===== src/hw/rtl/tvn_pkg.sv =====
`default_nettype none
// ----------------------------------------------------------------------------
// tvn_pkg: shared types and constants for the tileable value-noise generator
// Hash multipliers, fixed-point constants and the item passed along the row
// of octave cells.
// ----------------------------------------------------------------------------
package tvn_pkg;

    localparam int PIX_W    = 8;
    localparam int BW_W     = 5;
    localparam int SEED_W   = 32;
    localparam int VAL_W    = 8;
    // Binary point of the per-octave value (corner * Q23 * Q23)
    localparam int N_FRAC   = 46;

    localparam logic [31:0] HASH_CX = 32'd374761393;
    localparam logic [31:0] HASH_CY = 32'd668265263;
    localparam logic [31:0] HASH_CK = 32'd1013904223;
    localparam logic [31:0] HASH_CM = 32'd1274126177;

    // 1.0 in the Q23 smoothstep format
    localparam logic [23:0] ONE_Q23 = 24'd8388608;

    // Register indexes of the configuration port
    localparam logic REG_SEED      = 1'b0;
    localparam logic REG_BASE_WRAP = 1'b1;

    // Texel coordinate travelling from cell to cell
    typedef struct packed {
        logic             vld;
        logic [PIX_W-1:0] px;
        logic [PIX_W-1:0] py;
    } t_item;

endpackage
`default_nettype wire


===== src/hw/rtl/tvn_div.sv =====
`default_nettype none
// ----------------------------------------------------------------------------
// tvn_div: final scale to 0..255
// Divides the integer part of the weighted sum by 257 times the weight sum
// through a reciprocal multiply with one correction step, then clamps.
// ----------------------------------------------------------------------------
module tvn_div #(
    parameter int OCTAVES = 4,
    parameter int AW      = 66
) (
    input  wire                        i_clk,
    input  wire                        i_rst_n,
    input  wire                        i_vld,
    input  wire [AW-1:0]               i_acc,
    output logic                       o_vld,
    output logic [tvn_pkg::VAL_W-1:0]  o_value
);
    import tvn_pkg::*;

    localparam int TW = AW - N_FRAC;
    localparam logic [31:0] DIVISOR = 32'(257 * ((1 << OCTAVES) - 1));
    localparam logic [63:0] RECIP   = (64'd1 << 32) / DIVISOR;

    logic          r_vld1;
    logic [TW-1:0] r_tot, r_qe;
    logic [63:0]   n_rem;
    logic [TW-1:0] n_q;

    // Estimate the quotient, at most one short
    always_ff @(posedge i_clk) begin
        if (!i_rst_n) begin
            r_vld1 <= 1'b0;
            o_vld  <= 1'b0;
        end else begin
            r_vld1 <= i_vld;
            o_vld  <= r_vld1;
        end
        r_tot <= i_acc[AW-1:N_FRAC];
        r_qe  <= TW'((64'(i_acc[AW-1:N_FRAC]) * RECIP) >> 32);
    end

    // Correct the estimate and clamp
    always_comb begin
        n_rem = 64'(r_tot) - 64'(r_qe) * 64'(DIVISOR);
        n_q   = (n_rem >= 64'(DIVISOR)) ? r_qe + TW'(1) : r_qe;
    end

    always_ff @(posedge i_clk) begin
        o_value <= (n_q > TW'(255)) ? 8'd255 : n_q[VAL_W-1:0];
    end

endmodule
`default_nettype wire


===== config.mk =====
export PLATFORM = sky130hd
export DESIGN_NAME = tvn_div
export DESIGN_NICKNAME = d
export VERILOG_FILES = /design/src/hw/rtl/tvn_pkg.sv /design/src/hw/rtl/tvn_div.sv
export SDC_FILE = /design/constraint.sdc
export NUM_CORES = 1
export LEC_CHECK = 0
export ABC_AREA = 1
export BUFFER_PORTS_ARGS = -buffer_cell sky130_fd_sc_hd__buf_2
export CORE_MARGIN = 2
export CORE_UTILIZATION = 37
export CTS_BUF_LIST = sky130_fd_sc_hd__clkbuf_16
export DETAILED_ROUTE_END_ITERATION = 16
export GPL_ROUTABILITY_DRIVEN = 0
export RECOVER_POWER = 100
export SYNTH_ARGS = -nofsm -noshare
export SYNTH_HDL_FRONTEND = slang
export SYNTH_SLANG_ARGS = --single-unit

===== constraint.sdc =====
create_clock -name i_clk -period 14.4 [get_ports i_clk]
set_input_delay 1.44 -clock i_clk [delete_from_list [all_inputs] [get_ports i_clk]]
set_output_delay 1.44 -clock i_clk [all_outputs]
set_load 0.1 [all_outputs]

== Word level (Yosys, flattened, before mapping) ==
Index checks and enable logic that the tools add are counted.

* Add/sub/neg operators: 2
* Multiply operators: 2
* Magnitude comparators: 2
* Multiplexer cells: 1

{| class="wikitable"
|+ Operators by type and width
! cell !! number
|-
| >= comparator 64 x 12 -> 1 bit, second input constant || 1
|-
| multiplier 20 x 21 -> 41 bit, second input constant || 1
|-
| subtractor 20 x 21 -> 22 bit || 1
|-
| multiplier 9 x 12 -> 21 bit, second input constant || 1
|-
| adder 9 x 1 -> 10 bit, second input constant || 1
|-
| greater-than comparator 10 x 8 -> 1 bit, second input constant || 1
|-
| two-way mux 10 bit || 1
|}

* Flip-flop bits (word level): 39
* Output and inout bits: 9
* Logic and storage cells: 12

== Logic depth before layout (Yosys ltp) ==
* Depth after elaboration: 5
* Depth in mapped cells: 30

== Worst setup path before layout ==
OpenSTA, ideal clock, no wires.

* Path kind: reg-to-reg
* Start point: reg r_qe[6]
* End point: reg o_value[1] (netlist name)
* Arrival time: 4.927 ns
* Data required time: 14.280 ns
* Slack: 9.354 ns
* Cell stages (with the launch flop): 27
* Path buffers: 0
* Cell sequence: dfxtp_1 inv_1 fa_1 xnor2_1 ha_1 nor2_1 inv_1 fa_1 inv_1 fa_1 fa_1 inv_1 ha_1 nand2_2 inv_1 a21oi_2 nor2_1 nor2_1 nand3_1 a21oi_1 nand2_1 nor2_4 nand2_4 nand2_4 nand2_4 nor2_8 nand2_1

* Word-level cells in the longest chain between the ends: 5
* Elaborated cells on any way between the ends: 6
* Those cells by class: add/sub (2); mul (1); order compare (2); mux (1)

{| class="wikitable"
|+ RTL lines
! item !! RTL line !! source
|-
| start: declaration || tvn_div.sv:25 || <nowiki>logic [TW-1:0] r_tot, r_qe;</nowiki>
|-
| start signal: assignment || tvn_div.sv:39 || <nowiki>r_qe <= TW'((64'(i_acc[AW-1:N_FRAC]) * RECIP) >> 32);</nowiki>
|-
| multiplier 9 x 12 -> 21 bit || tvn_div.sv:44 || <nowiki>n_rem = 64'(r_tot) - 64'(r_qe) * 64'(DIVISOR);</nowiki>
|-
| subtractor 20 x 21 -> 22 bit || tvn_div.sv:44 ||
|-
| >= comparator 64 x 12 -> 1 bit || tvn_div.sv:45 || <nowiki>n_q = (n_rem >= 64'(DIVISOR)) ? r_qe + TW'(1) : r_qe;</nowiki>
|-
| two-way mux 10 bit (*) || tvn_div.sv:45 ||
|-
| greater-than comparator 10 x 8 -> 1 bit || tvn_div.sv:49 || <nowiki>o_value <= (n_q > TW'(255)) ? 8'd255 : n_q[VAL_W-1:0];</nowiki>
|-
| end signal: assignment || tvn_div.sv:49 ||
|-
| end: declaration || tvn_div.sv:16 || <nowiki>output logic [tvn_pkg::VAL_W-1:0] o_value</nowiki>
|}

Mark *: on every way between the ends. The rest lies on a longest branch, timed or not.
A chain may end at the register's enable or synchronous reset.

== Final worst setup path ==
* Start point: reg r_qe[6]
* End point: reg o_value[7] (netlist name)

The elaborated chain is that of the path after synthesis.

==> flow_metrics.py <==
metrics = {
    "outcome": {
        "status": "finished, final reports clean",
    },
    "timing": {
        "fmax_mhz": 149,
        "finalHoldViolations": 0,
        "slew_viol_final": 0,
        "setup_viol_count_final": 0,
        "rsz0062_at_grt": "false",
        "worst_pin_slew_ps": 1170,
        "period_share": 0.466,
        "relSlewSlack": 0.224,
        "finClkSkew_ps": 3.31,
        "period_minus_slack_ps": 6710,
        "tns_ps": 0,
    },
    "logic_synthesis": {
        "synthMuxAreaShare": 0,
        "synth_compound_gate_area_share": 0.0696,
        "synth_top_family_by_area": "adder cells",
        "synth_edf_count": 0,
        "synth-seq-cells": 39,
        "netlist_instances": 994,
        "synth_cell_types": 37,
        "ys.flop_type": "dfxtp_1",
        "synth.yosys.warnings": 0,
        "seq_area_frac_synth": 0.109,
        "synthAdderAreaFrac": 0.423,
        "synthArstFlopShare": 0,
        "syn_area_per_cell_um2": 7.20,
        "netlist_area_um2": 7150,
        "syn-num-nets": 1275,
        "synth_simple_gate_area_share": 0.245,
        "synthXorXnorAreaFrac": 0.0282,
    },
    "global_routing": {
        "grt_max_degree": 17,
        "grt_pass1_vias": 5774,
        "grt_pass1_wl_um": 28300,
        "grtUsageMet3": 0.0148,
        "grt_overflow_total": 0,
        "grt_util_met2": 0.312,
        "grt.met1_usage": 0.232,
        "grt_usage": 0.174,
        "antenna_found_initial": 0,
        "busiest_layer": "met2",
    },
    "detailed_routing": {
        "routedWlPerCell_um": 13.2,
        "drt_iter0_markers": 285,
        "drt-total-wl_um": 17000,
        "remaining_drc_errors": 0,
        "vias_per_cell": 4.64,
        "via_count": 5994,
        "firstDrtPassIters": 5,
        "ant_nets": 0,
    },
    "layout": {
        "register_area_um2": 781,
        "multi_input_area_um2": 5430,
        "nNetsFinal": 1312,
        "drive_above_1_share": 0.0455,
        "nFillCells": 1967,
        "area_delta_synth_final_pct": 8.06,
        "diodes": 0,
    },
    "clock_tree": {
        "clk_pin_slew_ps": 60,
        "numClockSinks": 39,
        "cts_setup_buffers": 0,
        "holdBufCountCts": 0,
        "cts_max_level": 2,
        "worstSkewPairLatency_ps": 280,
        "cts_buffers": 5,
        "cts_tree": "done",
        "cts_root_buf": "clkbuf_16",
        "post_cts_resized": 0,
        "clockBufferDepth": 2,
    },
    "worst_setup_path": {
        "end_kind": "register",
        "startpoint_type": "register",
        "required_ps": 14540,
        "path_class": "reg -> reg",
        "critical_path.max_stage_delay_ps": 670,
        "crit_fanout": 16,
        "slowest_stage": "fa_1",
        "worstPathArrival_ps": 6850,
    },
    "run": {
        "maxCapViolCount": 0,
    },
    "hold_path": {
        "hp-class": "reg -> reg",
    },
    "die": {
        "ios": 78,
        "start_util": 0.380,
        "dieWidth_um": 143,
        "coreArea_um2": 18800,
        "row_count": 50,
        "fp.dieH_um": 143,
        "design.die.area_um2": 20500,
    },
    "placement": {
        "portBuffers": 31,
        "dpl.hpwl_um": 15300,
    },
}
## final cells by class
class / instances / area share
clock buffers: 5 / 0.0162
clock inverters: 3 / 0.00826
inverters: 235 / 0.114
multi-input cells: 719 / 0.703
flip-flops and latches: 39 / 0.101
well taps: 260 / 0.0421
repair buffers: 31 / 0.0154
## flip-flops by register name, indices dropped and copies added, names as in the netlist
| signal | flops |
|---|---|
| r_tot | 20 |
| r_qe | 9 |
| o_value | 8 |
| r_vld1 | 1 |
| o_vld | 1 |
## path summary, 6_finish.rpt
check,start,end,slack [ps],depth (start not counted)
worst max-delay path,r_qe[6],o_value[7],7690,26
worst min-delay path,r_vld1,o_vld,410,2
worst max register to register,r_qe[6],o_value[7],7690,26
worst min register to register,r_vld1,o_vld,410,2
## synth_stat cells, types with 6 or more instances
master   instances  area (um2)
inv_1          231         867
nand2_1        223         837
ha_1           162        2030
nor2_1          73         274
fa_1            50        1000
a21oi_1         44         220
dfxtp_1         39         781
nand3_1         37         185
o21ai_0         21         105
nand2_2         17         106
xor2_1          15         131
nand4_1         13        81.3
xnor2_1          8        70.1
nor2_2           6        37.5
## cell families (layout without fill, tap and decap cells)
| logic type | count (synthesis) | after routing |
|---|---|---|
| adder cells (fa/ha/maj) | 212 | 212 |
| AO/OA/AOI/OAI | 89 | 89 |
| buffers and inverters | 236 | 274 |
| XOR/XNOR | 23 | 23 |
| AND/OR/NAND/NOR | 395 | 395 |
| flip-flops | 39 | 39 |
## worst max-delay path, delay by kind of cell (launching register included)
family / cells / cell delay [ps]
adder cells (fa/ha/maj): 6 / 2740
AND/OR/NAND/NOR: 12 / 2330
flip-flops: 1 / 540
AO/OA/AOI/OAI: 2 / 440
buffers and inverters: 5 / 400
XOR/XNOR: 1 / 110
## metrics by stage
stage               utilization  setup slack [ps]  cells  cell area [um2]  hold WS (ps)
detailed placement        0.405              8690   1284             7620           396
CTS                       0.415              8640   1292             7810           409
global route              0.410              6990   1292             7730           462
finish                    0.410              7690   1292             7730           408
floorplan                     -              9350    994             7150           386
global placement          0.405              8690   1284             7620           393
## routing by layer
layer	wire, um	vias up	share of wire
met2	8170	89	0.48
met4	144	0	0.0085
met3	502	11	0.029
li1	-	3185	-
met1	8220	2709	0.48
met5	0	-	0
## placed cells by master, fill, tap and decap left out, types with 2 or more instances in the layout
cell and instances:
nor2_4 3, xnor2_1 8, clkbuf_16 5, nor2_1 75, o21bai_1 4, o21ai_1 4
nand3_1 37, nand2_2 16, o211ai_1 2, nand4_1 13, ha_1 162, inv_1 232
xor2_1 15, nor2_2 6, a31oi_1 3, inv_2 4, bufinv_16 2, dfxtp_1 39
clkbuf_1 29, a211oi_1 2, nand2_1 226, o21ai_0 21, nand3b_1 2, buf_2 2
nor4_1 3, fa_1 50, a21oi_1 45, nor3_1 5, nand3_2 5, a21o_1 3
Power is left out: the tool's default activity adds up to more than one toggle a clock period on the data nets, which glitch-free logic cannot reach.
